**config.mk**
```make
export PLATFORM = sky130hd
export DESIGN_NAME = base64_decoder_unit
export DESIGN_NICKNAME = d
export VERILOG_FILES = /design/src/rtl/b64d_pkg.sv /design/src/rtl/base64_decoder_unit.sv /design/src/rtl/b64d_front.sv /design/src/rtl/b64d_queue.sv /design/src/rtl/b64d_back.sv
export SDC_FILE = /design/constraint.sdc
export NUM_CORES = 1
export LEC_CHECK = 0
export BUFFER_PORTS_ARGS = -buffer_cell sky130_fd_sc_hd__buf_2
export CAP_MARGIN = 20
export CORE_ASPECT_RATIO = 1.75
export CORE_MARGIN = 4
export CORE_UTILIZATION = 55
export DETAILED_ROUTE_END_ITERATION = 10
export MAX_ROUTING_LAYER = met4
export PLACE_DENSITY_LB_ADDON = 0.08
export SYNTH_ARGS = -nofsm -noshare
export SYNTH_HDL_FRONTEND = slang
export SYNTH_SLANG_ARGS = --single-unit
```
**constraint.sdc**
```tcl
create_clock -name clk -period 5.3 [get_ports clk]
set_input_delay 0.265 -clock clk [delete_from_list [all_inputs] [get_ports clk]]
set_output_delay 0.265 -clock clk [all_outputs]
set_load 0.01 [all_outputs]
```
**src/rtl/b64d_pkg.sv**
```systemverilog
// Shared types, character constants and decode functions for the base64 decoder.
package b64d_pkg;

  // Character codes of the alphabet boundaries and special characters
  localparam logic [7:0] CHAR_UP_A   = 8'd65;   // 'A'
  localparam logic [7:0] CHAR_UP_Z   = 8'd90;   // 'Z'
  localparam logic [7:0] CHAR_LO_A   = 8'd97;   // 'a'
  localparam logic [7:0] CHAR_LO_Z   = 8'd122;  // 'z'
  localparam logic [7:0] CHAR_ZERO   = 8'd48;   // '0'
  localparam logic [7:0] CHAR_NINE   = 8'd57;   // '9'
  localparam logic [7:0] CHAR_PLUS   = 8'd43;   // '+'
  localparam logic [7:0] CHAR_SLASH  = 8'd47;   // '/'
  localparam logic [7:0] CHAR_PAD    = 8'd61;   // '='
  localparam logic [7:0] CHAR_NL     = 8'd10;   // newline

  // Alphabet offsets
  localparam logic [5:0] OFS_LOWER   = 6'd26;
  localparam logic [5:0] OFS_DIGIT   = 6'd52;
  localparam logic [5:0] VAL_PLUS    = 6'd62;
  localparam logic [5:0] VAL_SLASH   = 6'd63;

  // Character classes
  localparam logic [1:0] CLS_DATA    = 2'd0;
  localparam logic [1:0] CLS_PAD     = 2'd1;
  localparam logic [1:0] CLS_NEWLINE = 2'd2;
  localparam logic [1:0] CLS_BAD     = 2'd3;

  // Job kinds passed from front to back
  localparam logic [1:0] KIND_BYTES  = 2'd0;
  localparam logic [1:0] KIND_BAD    = 2'd1;
  localparam logic [1:0] KIND_END    = 2'd2;

  // Register map (byte address divided by four)
  localparam logic REG_REPAIR_MODE   = 1'b0;

  // Job queue depth default
  localparam int QUEUE_DEPTH_DEF     = 4;

  typedef struct packed {
    logic [7:0] char_code;
    logic       end_of_input;
  } b64d_in_t;

  typedef struct packed {
    logic [7:0] data_byte;
    logic       has_byte;
    logic       bad_char;
    logic       stream_end;
    logic       last_of_run;
  } b64d_out_t;

  // One unit of work for the back end: 1 to 3 results
  typedef struct packed {
    logic [23:0] group;
    logic [1:0]  nres;
    logic [1:0]  kind;
    logic        fin;
  } b64d_job_t;

  function automatic logic [1:0] b64d_class(input logic [7:0] c);
    logic [1:0] cls;
    cls = CLS_BAD;
    unique case (c) inside
      [CHAR_UP_A:CHAR_UP_Z],
      [CHAR_LO_A:CHAR_LO_Z],
      [CHAR_ZERO:CHAR_NINE],
      CHAR_PLUS, CHAR_SLASH:  cls = CLS_DATA;
      CHAR_PAD:               cls = CLS_PAD;
      CHAR_NL:                cls = CLS_NEWLINE;
      default:                cls = CLS_BAD;
    endcase
    return cls;
  endfunction

  function automatic logic [5:0] b64d_value(input logic [7:0] c);
    logic [7:0] diff;
    logic [5:0] v;
    diff = 8'd0;
    v    = 6'd0;
    unique case (c) inside
      [CHAR_UP_A:CHAR_UP_Z]: begin
        diff = c - CHAR_UP_A;
        v    = diff[5:0];
      end
      [CHAR_LO_A:CHAR_LO_Z]: begin
        diff = c - CHAR_LO_A;
        v    = diff[5:0] + OFS_LOWER;
      end
      [CHAR_ZERO:CHAR_NINE]: begin
        diff = c - CHAR_ZERO;
        v    = diff[5:0] + OFS_DIGIT;
      end
      CHAR_PLUS:  v = VAL_PLUS;
      CHAR_SLASH: v = VAL_SLASH;
      default:    v = 6'd0;
    endcase
    return v;
  endfunction

endpackage

```
**src/rtl/base64_decoder_unit.sv**
```systemverilog
// Base64 decoder top level: front end, job queue, back end and register port.
//
// Input channel (in_valid/in_ready/in_data) takes one ASCII character per
// transfer, or an end-of-input marker. Output channel (out_valid/out_ready/
// out_data) gives decoded bytes, error results and end markers, each with
// last_of_run on the final result caused by one input transfer.
// One register, repair_mode, sits at byte address 0 of the APB-style port.
//
// Throughput: one character per cycle while the job queue has room. The
// back end emits one result per cycle while out_ready is high, so a complete
// group (up to three bytes) drains while the next group is still being
// collected. in_ready drops only when the job queue (QUEUE_DEPTH entries)
// is full. A result passes two registers: the queue entry, written when the
// transfer is accepted, and the output register, loaded from the queue head
// when it is free; further bytes of a group follow one per cycle.
// When out_ready is low the output register holds its result; jobs pile up
// in the queue, and once it is full in_ready goes low.
// Reset (rst_n low, synchronous) clears the group being built, empties the
// queue, drops out_valid and sets repair_mode to 0.
module base64_decoder_unit
  import b64d_pkg::*;
#(
  parameter int QUEUE_DEPTH = QUEUE_DEPTH_DEF
) (
  input  logic        clk,
  input  logic        rst_n,
  input  logic        in_valid,
  output logic        in_ready,
  input  b64d_in_t    in_data,
  output logic        out_valid,
  input  logic        out_ready,
  output b64d_out_t   out_data,
  input  logic        psel,
  input  logic        penable,
  input  logic        pwrite,
  input  logic [2:0]  paddr,
  input  logic [31:0] pwdata,
  output logic [31:0] prdata,
  output logic        pready
);

  logic      repair_r;
  logic      cfg_wr;
  logic      push, pop, q_full, q_empty;
  b64d_job_t push_job, head;

  // Register port
  assign pready = 1'b1;
  assign cfg_wr = psel && penable && pwrite && pready && (paddr[2] == REG_REPAIR_MODE);
  assign prdata = (paddr[2] == REG_REPAIR_MODE) ? {31'd0, repair_r} : 32'd0;

  always_ff @(posedge clk) begin
    if (!rst_n) begin
      repair_r <= 1'b0;
    end else if (cfg_wr) begin
      repair_r <= pwdata[0];
    end
  end

  b64d_front u_front (
    .clk         (clk),
    .rst_n       (rst_n),
    .in_valid    (in_valid),
    .in_ready    (in_ready),
    .in_data     (in_data),
    .repair_mode (repair_r),
    .q_full      (q_full),
    .push        (push),
    .push_job    (push_job)
  );

  b64d_queue #(
    .DEPTH (QUEUE_DEPTH)
  ) u_queue (
    .clk      (clk),
    .rst_n    (rst_n),
    .push     (push),
    .push_job (push_job),
    .pop      (pop),
    .head     (head),
    .empty    (q_empty),
    .full     (q_full)
  );

  b64d_back u_back (
    .clk       (clk),
    .rst_n     (rst_n),
    .head      (head),
    .q_empty   (q_empty),
    .pop       (pop),
    .out_valid (out_valid),
    .out_ready (out_ready),
    .out_data  (out_data)
  );

endmodule

```
**src/rtl/b64d_front.sv**
```systemverilog
// Front end: accepts characters, builds 24-bit groups and issues jobs to the queue.
module b64d_front
  import b64d_pkg::*;
(
  input  logic      clk,
  input  logic      rst_n,
  input  logic      in_valid,
  output logic      in_ready,
  input  b64d_in_t  in_data,
  input  logic      repair_mode,
  input  logic      q_full,
  output logic      push,
  output b64d_job_t push_job
);

  logic [23:0] group_r, group_nxt;
  logic [1:0]  slots_r, slots_nxt;
  logic [1:0]  chars_r, chars_nxt;

  logic        fire;
  logic [1:0]  cls;
  logic [5:0]  val;
  logic        is_data;
  logic [23:0] placed;
  logic [23:0] group_upd;
  logic [2:0]  chars_upd;
  logic [2:0]  cnt_full;
  logic [1:0]  cnt_end;

  assign in_ready = !q_full;
  assign fire     = in_valid && !q_full;

  // Character classification
  assign cls     = b64d_class(in_data.char_code);
  assign val     = b64d_value(in_data.char_code);
  assign is_data = (cls == CLS_DATA);

  // Slot placement, most significant slot first
  always_comb begin
    placed = 24'd0;
    case (slots_r)
      2'd0:    placed = {val, 18'd0};
      2'd1:    placed = {6'd0, val, 12'd0};
      2'd2:    placed = {12'd0, val, 6'd0};
      default: placed = {18'd0, val};
    endcase
  end

  assign group_upd = group_r | (is_data ? placed : 24'd0);
  assign chars_upd = {1'b0, chars_r} + {2'd0, is_data};
  assign cnt_full  = (chars_upd == 3'd0) ? 3'd0 : chars_upd - 3'd1;
  assign cnt_end   = (chars_r == 2'd0) ? 2'd0 : chars_r - 2'd1;

  // Group state update and job issue
  always_comb begin
    group_nxt = group_r;
    slots_nxt = slots_r;
    chars_nxt = chars_r;
    push      = 1'b0;
    push_job  = '0;
    if (fire) begin
      if (in_data.end_of_input) begin
        push      = 1'b1;
        group_nxt = 24'd0;
        slots_nxt = 2'd0;
        chars_nxt = 2'd0;
        if (cnt_end != 2'd0) begin
          push_job.group = group_r;
          push_job.nres  = cnt_end;
          push_job.kind  = KIND_BYTES;
          push_job.fin   = 1'b1;
        end else begin
          push_job.nres  = 2'd1;
          push_job.kind  = KIND_END;
          push_job.fin   = 1'b1;
        end
      end else begin
        case (cls)
          CLS_DATA, CLS_PAD: begin
            if (slots_r == 2'd3) begin
              group_nxt = 24'd0;
              slots_nxt = 2'd0;
              chars_nxt = 2'd0;
              if (cnt_full != 3'd0) begin
                push           = 1'b1;
                push_job.group = group_upd;
                push_job.nres  = cnt_full[1:0];
                push_job.kind  = KIND_BYTES;
              end
            end else begin
              group_nxt = group_upd;
              slots_nxt = slots_r + 2'd1;
              chars_nxt = chars_upd[1:0];
            end
          end
          CLS_BAD: begin
            if (!repair_mode) begin
              push          = 1'b1;
              push_job.nres = 2'd1;
              push_job.kind = KIND_BAD;
            end
          end
          default: ;
        endcase
      end
    end
  end

  always_ff @(posedge clk) begin
    if (!rst_n) begin
      group_r <= 24'd0;
      slots_r <= 2'd0;
      chars_r <= 2'd0;
    end else begin
      group_r <= group_nxt;
      slots_r <= slots_nxt;
      chars_r <= chars_nxt;
    end
  end

endmodule

```
**src/rtl/b64d_queue.sv**
```systemverilog
// Short job queue between front and back end, held in flip-flops.
module b64d_queue
  import b64d_pkg::*;
#(
  parameter int DEPTH = QUEUE_DEPTH_DEF
) (
  input  logic      clk,
  input  logic      rst_n,
  input  logic      push,
  input  b64d_job_t push_job,
  input  logic      pop,
  output b64d_job_t head,
  output logic      empty,
  output logic      full
);

  localparam int PW = (DEPTH > 1) ? $clog2(DEPTH) : 1;
  localparam int CW = $clog2(DEPTH + 1);
  localparam logic [PW-1:0] LAST_PTR = PW'(DEPTH - 1);
  localparam logic [CW-1:0] FULL_CNT = CW'(DEPTH);

  b64d_job_t     mem_r [DEPTH];
  logic [PW-1:0] wr_ptr_r, wr_ptr_nxt;
  logic [PW-1:0] rd_ptr_r, rd_ptr_nxt;
  logic [CW-1:0] count_r, count_nxt;
  logic          do_push, do_pop;

  assign empty   = (count_r == '0);
  assign full    = (count_r == FULL_CNT);
  assign do_push = push && !full;
  assign do_pop  = pop && !empty;
  assign head    = mem_r[rd_ptr_r];

  // Pointer and fill count update
  always_comb begin
    wr_ptr_nxt = wr_ptr_r;
    rd_ptr_nxt = rd_ptr_r;
    count_nxt  = count_r;
    if (do_push) begin
      wr_ptr_nxt = (wr_ptr_r == LAST_PTR) ? '0 : wr_ptr_r + PW'(1);
    end
    if (do_pop) begin
      rd_ptr_nxt = (rd_ptr_r == LAST_PTR) ? '0 : rd_ptr_r + PW'(1);
    end
    if (do_push && !do_pop) begin
      count_nxt = count_r + CW'(1);
    end else if (do_pop && !do_push) begin
      count_nxt = count_r - CW'(1);
    end
  end

  always_ff @(posedge clk) begin
    if (!rst_n) begin
      wr_ptr_r <= '0;
      rd_ptr_r <= '0;
      count_r  <= '0;
    end else begin
      wr_ptr_r <= wr_ptr_nxt;
      rd_ptr_r <= rd_ptr_nxt;
      count_r  <= count_nxt;
    end
  end

  // Entry storage
  always_ff @(posedge clk) begin
    if (do_push) begin
      mem_r[wr_ptr_r] <= push_job;
    end
  end

endmodule

```
**src/rtl/b64d_back.sv**
```systemverilog
// Back end: expands queued jobs into result items through an output register.
module b64d_back
  import b64d_pkg::*;
(
  input  logic      clk,
  input  logic      rst_n,
  input  b64d_job_t head,
  input  logic      q_empty,
  output logic      pop,
  output logic      out_valid,
  input  logic      out_ready,
  output b64d_out_t out_data
);

  logic [1:0] k_r, k_nxt;
  logic       out_valid_r, out_valid_nxt;
  b64d_out_t  out_data_r;
  b64d_out_t  res;
  logic       load;
  logic       last;
  logic [7:0] byte_sel;

  assign load = (!out_valid_r || out_ready) && !q_empty;
  assign last = (k_r == head.nres - 2'd1);

  // Byte select, most significant first
  always_comb begin
    case (k_r)
      2'd0:    byte_sel = head.group[23:16];
      2'd1:    byte_sel = head.group[15:8];
      default: byte_sel = head.group[7:0];
    endcase
  end

  // Result for the current position in the job
  always_comb begin
    res = '0;
    unique case (head.kind)
      KIND_BYTES: begin
        res.data_byte   = byte_sel;
        res.has_byte    = 1'b1;
        res.stream_end  = head.fin && last;
        res.last_of_run = last;
      end
      KIND_BAD: begin
        res.bad_char    = 1'b1;
        res.last_of_run = 1'b1;
      end
      KIND_END: begin
        res.stream_end  = 1'b1;
        res.last_of_run = 1'b1;
      end
      default: res = '0;
    endcase
  end

  assign pop           = load && last;
  assign k_nxt         = load ? (last ? 2'd0 : k_r + 2'd1) : k_r;
  assign out_valid_nxt = load ? 1'b1 : (out_ready ? 1'b0 : out_valid_r);

  always_ff @(posedge clk) begin
    if (!rst_n) begin
      k_r         <= 2'd0;
      out_valid_r <= 1'b0;
    end else begin
      k_r         <= k_nxt;
      out_valid_r <= out_valid_nxt;
    end
  end

  // Output payload register
  always_ff @(posedge clk) begin
    if (load) begin
      out_data_r <= res;
    end
  end

  assign out_valid = out_valid_r;
  assign out_data  = out_data_r;

endmodule

```
==> results of run 1 <==
## placed cells by master (no fill, tap or decap), drive strengths merged, types with 8 or more instances in the layout
| master | count |
|---|---|
| a22oi | 8 |
| a21oi | 20 |
| inv | 24 |
| nand2 | 25 |
| edfxtp | 128 |
| a21boi | 12 |
| conb | 32 |
| dfxtp | 41 |
| mux4 | 29 |
| ha | 28 |
| nor2 | 23 |
| a22o | 17 |
| clkbuf | 18 |
| nand3 | 9 |
| nor2b | 10 |
| o21ai | 14 |
| buf | 39 |
| and2 | 35 |
## area by class of cell
class | count | area share (%)
Clock buffer | 18 | 5.08
Clock inverter | 14 | 2.31
Inverter | 20 | 0.888
Multi-Input combinational cell | 325 | 31.4
Sequential cell | 169 | 55.2
Tap cell | 174 | 2.58
Timing Repair Buffer | 39 | 2.52
## cells by family after synthesis
kind of cell,after synthesis
AOI/OAI and AO/OA,99
xor gates and xnor gates,7
adders and majority gates,29
buffers and inverters,72
DFF,169
muxes,33
other,2
and+or+nand+nor,125
## flip-flops by register name (all words and copies together), names as in the netlist, named ones only
register / flops
repair_r: 1
u_back.k_r: 2
u_queue.mem_r: 116
u_queue.rd_ptr_r: 2
u_front.chars_r: 2
u_back.out_data: 12
u_queue.wr_ptr_r: 2
u_back.out_valid: 1
u_queue.count_r: 3
u_front.slots_r: 2
u_front.group_r: 24
## final timing paths
kind / from / to / slack [ns]
worst max register to register: flop / u_queue.count_r[2] / 1.91
worst max-delay path: in_data[3] / u_queue.count_r[2] / 1.04
worst min register to register: u_front.group_r[4] / u_front.group_r[4] / 0.46
worst min-delay path: pwdata[0] / repair_r / 0.10
## cells in the mapped netlist (all sizes together), types with 14 or more instances
master / instances
inv: 20
ha: 28
and2: 35
o21ai: 14
dfxtp: 41
edfxtp: 128
buf: 41
mux4: 29
a22o: 17
nand2: 25
a21oi: 20
nor2: 23
## power groups by stage
stage / combinational [mW] / sequential [mW] / clock [mW]
final: 0.784 / 1.68 / 1.30
after global routing: 0.878 / 1.69 / 1.37
after CTS: 0.806 / 1.68 / 1.32
after detailed placement: 0.801 / 1.71 / 0
after global placement: 0.782 / 1.70 / 0
after floorplan: 0.570 / 1.71 / 0
## routing by layer
| layer | global-route usage [%] | share of wire [%] | vias to the layer above | wire [um] |
|---|---|---|---|---|
| li1 | - | - | 2017 | - |
| met1 | 22.2 | 38 | 2135 | 5710 |
| met2 | 36.8 | 56 | 108 | 8340 |
| met3 | 3.87 | 3.8 | 18 | 567 |
| met4 | 7.28 | 1.8 | 0 | 269 |
| met5 | - | 0 | - | 0 |
## stage by stage
stage	setup slack, ns	hold slack [ns]
after floorplan	1.32	0.425
after global placement	0.766	0.442
after detailed placement	0.596	0.447
after CTS	1.05	0.0863
after global routing	0.640	0.112
final	1.04	0.101
## tightest hold or removal path, delay by kind of cell
kind            cells  cell delay (ns)
simple gates        1             0.09
buf+inv             1             0.08
compound gates      1             0.05
==> run_results.csv, run 1 <==
group,metric,value,unit
critical_path,cp.arrival,4.60,ns
routing,vias,4278,
critical_path,cp_cell_sequence,"buf_2 -> inv_1 -> ha_1 -> nor2b_1 -> a311o_1 -> a21bo_2 -> a21oi_1 -> ha_1 -> ha_1 -> o21ai_0 -> nor2_1 -> o21ai_0 -> a21oi_1 -> ha_1 -> inv_1 -> fa_1 -> xor2_1 -> or3_1 -> a21boi_0",
clocking,cts_root_buffer,"clkbuf_16",
clocking,cts_buffer_depth,2,
yosys,yosys.area_share.simple,9.06,%
critical_path,cp-end-kind,"flop",
floorplanning,initial_core_util,56.4,%
routing,wire_per_inst,19.6,um
floorplanning,dieWidth,97.0,um
floorplanning,coreArea,0.0135,mm^2
timing,slew_headroom,51.8,%
yosys,synth-main-ff-cell,"edfxtp_1",
final_layout,multi_input_comb_area,0.00266,mm^2
yosys,syn_avg_cell_area,14.2,um^2
yosys,synth_area_leaders,"edfxtp_1 50%, dfxtp_1 11%, mux4_2 8.6%",
yosys,async_reset_ff_share,0,%
yosys,synthMuxAreaShare,9.11,%
yosys,synth_cells,536,
timing,setup_viol,0,
yosys,synth-xor-area-share,0.804,%
worst_hold_path,min_path_type,"in2reg",
place,dp_hpwl,10200,um
critical_path,crit_fanout,10,
timing,period_share,80.4,%
critical_path,slowest_stage,"a21oi_1",
critical_path,critPathLaunchType,"input port",
clocking,clock_latency,0.42,ns
floorplanning,die_area,0.0159,mm^2
timing,clock_skew,0.0108,ns
critical_path,crit_required,5.64,ns
pwr,combPwrFrac,20.9,%
timing,worstMarginPinSlew,0.720,ns
floorplanning,die_height,164,um
pwr,p_sw,1.01,mW
critical_path,ff2ff_path_depth,11,
clocking,cts_hold_buf,0,
yosys,yosysSeqAreaShare,61.2,%
yosys,synth_cell_types,62,
global_route,grtUsageTotal,20.3,%
critical_path,critPathMaxStageDelay,0.47,ns
yosys,ys_warn_count,0,
pwr,p_sw_share,26.8,%
place,portBuffers,32,
final_layout,fin_cells,759,
routing,drt.antenna.violating_nets,0,
routing,drc,0,
routing,routed_wl,14900,um
timing,final-hold-violation-count,0,
global_route,first_global_vias,4533,
timing,fmax,235,MHz
outcome,status,"finished, final reports clean",
floorplanning,placementRows,56,
routing,drtPass1Iterations,5,
final_layout,fin_area,0.00845,mm^2
place,placed_area,0.00783,mm^2
yosys,synth_top_family_by_area,"compound AO/OA/AOI/OAI gates",
pwr,ir_worst_vdd,0.216,mV
flow_run,cap_violations,0,
pwr,total_power,3.75,mW
critical_path,crit_family,"compound AO/OA/AOI/OAI gates",
critical_path,path_buf_inv,3,
clocking,cts_tree,"yes",
pwr,seqPwrFrac,44.6,%
yosys,yosys.area.top_type,"edfxtp_1",
pwr,clock_power_share,34.5,%
place,placed_cells,727,
place,gp_congestion,0.846,
final_layout,area_delta_synth_final,10.9,%
clocking,cts_buffers,17,
yosys,syn_area,0.00762,mm^2
critical_path,crit_top_cell,"ha_1",
clocking,ctsResizeCount,0,
pwr,intPower,2.75,mW
clocking,htreeDepth,4,
final_layout,drive_above_1_share,19.3,%
global_route,grt_max_degree,30,
critical_path,cp.depth,19,
final_layout,final_util,62.5,%
yosys,ys_ff_latch,169,
final_layout,fillers,1033,
timing,rsz0062_at_grt,"no",
global_route,grt_pass1_wl,24100,um
pwr,leakagePower,3.15,nW
yosys,yosysTopAreaCellShare,50.4,%
timing,setup_tns,0,ns
timing,slew_viol_final,0,
clocking,post_cts_buffers,0,
yosys,synth-adder-area-share,4.86,%
global_route,antenna_found_initial,0,
timing,timing.final.crit_period,4.26,ns
critical_path,critical_path_class,"in2reg",
final_layout,nNetsFinal,652,
routing,drtIter0Drc,210,
clocking,clkSinkCount,169,
worst_hold_path,hold_depth,3,
global_route,grt.overflow.total,0,
final_layout,diodes,0,
pwr,cellPowerDensity,444,mW/mm^2
clocking,path_clk_slew,0.07,ns
yosys,synth_edf_count,128,
yosys,synth_compound_area_share,9.47,%
routing,via_per_inst,5.64,
final_layout,seqCellArea,0.00467,mm^2
floorplanning,io_pins,98,
No activity file was read; power rests on OpenSTA's default activity.
==> run 2: changes to the inputs <==
Settings changed: CORE_UTILIZATION 55 to 52.
Clock period 5.3 ns to 3.9 ns, I/O delays scaled along.
==> run 2 against run 1 <==
  * Worst hold slack got worse by 0.080 ns
  * Critical endpoint unchanged
  * Combinational power rose by 40%
  * Die area is 5.4% higher
  * Non-clock buffer count grew 15
  * Critical path type unchanged
  * Highest routed layer unchanged
  * Sequential power grew 35%
  * Utilization decreased by 2.7 points
==> run_results.csv, run 2 (same netlist as run 1, synthesis figures left out) <==
group,metric,value,unit
outcome,status,"finished, final reports clean",
clocking,cts_tree,"yes",
timing,worst_slack,0.435,ns
place,portBuffers,32,
routing,drtIter0Drc,205,
floorplanning,placementRows,58,
routing,vias,4377,
routing,drt.antenna.violating_nets,0,
global_route,antenna_found_initial,0,
clocking,cts_buffers,17,
floorplanning,die_area,0.0167,mm^2
final_layout,diodes,0,
routing,wl_met2,8340,um
flow_run,cap_violations,0,
timing,timing.final.crit_period,3.46,ns
routing,drc,0,
critical_path,r2r_end,"u_queue.count_r[2]",
timing,final-hold-violation-count,0,
floorplanning,coreArea,0.0144,mm^2
timing,rsz0062_at_grt,"no",
final_layout,drive_above_1_share,21.8,%
critical_path,critical_path_class,"in2reg",
clocking,clock_latency,0.42,ns
clocking,cts_hold_buf,0,
worst_hold_path,min_path_type,"in2reg",
global_route,first_global_vias,4636,
global_route,grtUsageTotal,19.1,%
global_route,grt_max_degree,30,
timing,fmax,289,MHz
clocking,cts_root_buffer,"clkbuf_16",
final_layout,fillers,1152,
critical_path,cp.arrival,3.81,ns
critical_path,critPathLaunchType,"input port",
clocking,ctsResizeCount,0,
timing,clock_skew,0.0130,ns
final_layout,largest-register,"u_queue.mem_r",
clocking,post_cts_buffers,0,
global_route,grt_pass1_wl,23800,um
final_layout,largest_reg_flops,116,
place,place_ws,-0.0511,ns
routing,drtPass1Iterations,5,
final_layout,area_delta_synth_final,12.7,%
floorplanning,die_height,168,um
floorplanning,io_pins,98,
routing,met1_length,5620,um
floorplanning,initial_core_util,53.1,%
clocking,path_clk_slew,0.07,ns
critical_path,ff2ff_path_depth,10,
routing,wire_per_inst,18.9,um
clocking,cts_buffer_depth,2,
timing,slew_viol_final,0,
worst_hold_path,holdCritStartpoint,"pwdata[0]",
timing,worstMarginPinSlew,0.796,ns
final_layout,multi_input_comb_area,0.00266,mm^2
critical_path,cp-end-kind,"flop",
pwr,leakagePower,3.21,nW
clocking,clkSinkCount,169,
final_layout,seqCellArea,0.00467,mm^2
timing,setup_viol,0,
pwr,ir_worst_vdd,0.334,mV
place,gp_congestion,0.851,
final_layout,final_cell_mix,"128 x edfxtp_1, 40 x dfxtp_1, 35 x and2_1",
place,dp_hpwl,10400,um
final_layout,nNetsFinal,667,
timing,period_share,88.8,%
worst_hold_path,min_to,"repair_r",
routing,wl_met3,566,um
clocking,htreeDepth,4,
timing,slew_headroom,46.8,%
final_layout,final_util,59.8,%
floorplanning,dieWidth,99.5,um
routing,via_per_inst,5.61,
final_layout,final_common_cell,"edfxtp_1",
routing,maxUsedRoutingLayer,"met4",
routing,routed_wl,14800,um
critical_path,reg2reg_slack,1.01,ns
critical_path,crit_fanout,9,
worst_hold_path,hold_depth,3,
pwr,cellPowerDensity,584,mW/mm^2
global_route,grt.overflow.total,0,
critical_path,crit_required,4.25,ns
==> run 2: worst max-delay path, stage by stage <==
cell	delay [ns]
buf_2	0.18
inv_1	0.10
ha_1	0.26
a311o_1	0.35
a21bo_2	0.23
a21oi_1	0.21
ha_1	0.19
ha_1	0.14
o21ai_0	0.08
nor2_1	0.12
o21ai_0	0.16
a21oi_2	0.22
ha_1	0.21
inv_1	0.07
fa_1	0.42
xor2_1	0.17
or3_1	0.30
a21boi_0	0.18
==> run 2: how the worst max path moves through the flow <==
stage               cells past startpoint                  to  startpoint
detailed placement                     18  u_queue.count_r[2]  in_data[1]
global route                           20  u_queue.count_r[2]  in_data[3]
global placement                       18  u_queue.count_r[2]  in_data[1]
finish                                 18  u_queue.count_r[2]  in_data[1]
CTS                                    18  u_queue.count_r[2]  in_data[1]
floorplan                              19  u_queue.count_r[2]  in_data[4]
==> run 2: per-layer routing <==
layer	up-vias	GRT usage, %
met5	-	-
met4	0	6.12
met2	103	34.6
met1	2196	20.5
met3	20	4.10
li1	2058	-
==> run 2: layout make-up <==
cell class | instances | area share, %
timing repair buffer | 54 | 4.37
sequential | 169 | 54.3
clock inverter | 14 | 1.84
tap | 180 | 2.62
inverter | 20 | 0.874
multi-input combinational | 325 | 31.0
clock buffer | 18 | 5.00
==> run 2: power by group <==
group | total, mW | internal [mW] | leakage [nW] | switching, mW
Sequential | 2.26 | 2.19 | 1.56 | 0.0710
Combinational | 1.10 | 0.483 | 1.37 | 0.622
Clock | 1.65 | 0.909 | 0.278 | 0.738
Total | 5.01 | 3.58 | 3.21 | 1.43
==> run 2: through the flow <==
step	setup TNS [ns]	instance area, um^2	cells	power, mW	hold WS (ns)
2_1_floorplan	0	7740	566	3.10	0.355
3_3_place_gp	0	8000	748	3.39	0.442
3_5_place_dp	-0.0511	8000	748	3.44	0.444
4_1_cts	0	8590	780	5.09	0.00423
5_1_grt	0	8590	780	5.27	0.0307
6_report	0	8590	780	5.01	0.0220
==> run 3: changes to the inputs <==
==> constraint.sdc (replaced) <==
create_clock -name clk -period 3.9 [get_ports clk]
set_input_delay 0 -clock clk [delete_from_list [all_inputs] [get_ports clk]]
set_output_delay 0 -clock clk [all_outputs]
set_load 0.01 [all_outputs]
==> run 3 against run 2 <==
  * Critical path depth increased by 1
  * Worst hold slack improved by 0.035 ns
  * Die area unchanged
  * Maximum frequency decreased by 0.65%
  * Largest cell class unchanged
==> run_results.csv, run 3 (same netlist as run 1, synthesis figures left out) <==
group,metric,value,unit
outcome,status,"finished, final reports clean",
pwr,combPwrFrac,21.5,%
clocking,path_clk_slew,0.07,ns
critical_path,crit_required,4.25,ns
place,place_ws,-0.00790,ns
routing,met1_length,5710,um
timing,period_share,89.4,%
critical_path,critPathLaunchType,"input port",
pwr,p_sw_share,27.2,%
routing,via_per_inst,5.52,
pwr,ir_worst_vdd,0.299,mV
critical_path,cp.arrival,3.84,ns
final_layout,final_common_cell,"edfxtp_1",
place,portBuffers,32,
final_layout,nNetsFinal,665,
global_route,grt_pass1_wl,24100,um
critical_path,crit_fanout,9,
final_layout,area_delta_synth_final,12.8,%
floorplanning,dieWidth,99.5,um
pwr,leakagePower,3.21,nW
pwr,cellPowerDensity,589,mW/mm^2
global_route,antenna_found_initial,0,
pwr,clock_power_share,33.5,%
final_layout,final_util,59.8,%
final_layout,largest-register,"u_queue.mem_r",
clocking,clkSinkCount,169,
clocking,cts_tree,"yes",
pwr,p_sw,1.38,mW
timing,worst_slack,0.413,ns
pwr,seqPwrFrac,45.0,%
timing,setup_viol,0,
timing,clock_skew,0.0136,ns
floorplanning,initial_core_util,53.1,%
global_route,grt.overflow.total,0,
routing,maxUsedRoutingLayer,"met4",
floorplanning,placementRows,58,
routing,wl_met2,8300,um
global_route,grtUsageTotal,19.3,%
timing,fmax,287,MHz
clocking,htreeDepth,4,
critical_path,cp-end-kind,"flop",
global_route,grt_max_degree,30,
place,gp_congestion,0.865,
clocking,ctsResizeCount,0,
pwr,intPower,3.69,mW
timing,final-hold-violation-count,0,
clocking,cts_buffer_depth,2,
routing,routed_wl,14800,um
critical_path,critical_path_class,"in2reg",
routing,wl_met3,532,um
routing,vias,4288,
routing,wire_per_inst,19.1,um
timing,rsz0062_at_grt,"no",
floorplanning,die_height,168,um
final_layout,diodes,0,
worst_hold_path,min_path_type,"in2reg",
final_layout,final_cell_mix,"128 x edfxtp_1, 40 x dfxtp_1, 35 x and2_1",
timing,timing.final.crit_period,3.49,ns
clocking,cts_buffers,17,
timing,slew_headroom,49.6,%
timing,worstMarginPinSlew,0.753,ns
timing,slew_viol_final,0,
global_route,first_global_vias,4522,
flow_run,cap_violations,0,
clocking,cts_root_buffer,"clkbuf_16",
routing,drtPass1Iterations,4,
routing,drtIter0Drc,259,
routing,drc,0,
final_layout,largest_reg_flops,116,
floorplanning,coreArea,0.0144,mm^2
critical_path,startpoint,"in_data[4]",
floorplanning,io_pins,98,
worst_hold_path,holdCritStartpoint,"in_valid",
floorplanning,die_area,0.0167,mm^2
final_layout,drive_above_1_share,20.6,%
routing,drt.antenna.violating_nets,0,
clocking,clock_latency,0.42,ns
place,dp_hpwl,10300,um
[run 3: timing repair]
| action | 4_1_cts | 5_1_grt |
|---|---|---|
| buffers inserted | 0 | 0 |
| hold buffers | 5 | 0 |
| hold endpoints to repair | 6 | 0 |
[run 3: metrics by stage]
step | power, mW | cell area [um^2] | hold WS (ns) | cells | TNS (ns)
2_1_floorplan | 3.10 | 7740 | 0.0429 | 566 | 0
3_3_place_gp | 3.39 | 7950 | 0.237 | 741 | 0
3_5_place_dp | 3.42 | 7950 | 0.241 | 741 | -0.00790
4_1_cts | 5.12 | 8600 | 0.0480 | 777 | 0
5_1_grt | 5.32 | 8600 | 0.0809 | 777 | 0
6_report | 5.06 | 8600 | 0.0573 | 777 | 0
[run 3: worst paths after layout]
kind                         end  slack, ns  depth (start not counted)
max           u_queue.count_r[2]       0.41                         19
max reg2reg   u_queue.count_r[2]       0.84                         10
min reg2reg   u_front.group_r[3]       0.46                          1
min          u_queue.mem_r[2][4]       0.06                          3
[run 3: power by group through the flow]
stage	Combinational (mW)	Sequential, mW	Clock (mW)
floorplan	0.775	2.33	0
global placement	1.08	2.31	0
detailed placement	1.10	2.32	0
CTS	1.11	2.28	1.73
global route	1.21	2.30	1.81
finish	1.09	2.28	1.69
[run 3: layer usage]
metal	vias up	track usage, %
met5	-	-
met4	0	7.19
met3	17	3.40
met2	98	33.9
met1	2127	21.9
li1	2046	-
[run 3: cell type report]
class / count / area (um^2)
Fill cell: 1137 / 5770
Sequential cell: 169 / 4670
Multi-Input combinational cell: 325 / 2660
Clock buffer: 17 / 425
Timing Repair Buffer: 52 / 373
Tap cell: 180 / 225
Clock inverter: 14 / 174
Inverter: 20 / 75.1
[run 3: critical path: stages]
cell	delay, ns
buf_2	0.17
inv_1	0.10
ha_1	0.22
nor2b_1	0.15
a311o_1	0.33
a21bo_2	0.23
a21oi_1	0.26
ha_1	0.22
ha_1	0.14
o21ai_0	0.08
nor2_1	0.16
o21ai_0	0.15
a21oi_1	0.27
ha_1	0.24
inv_1	0.07
fa_1	0.43
xor2_1	0.18
or3_1	0.30
a21boi_0	0.16
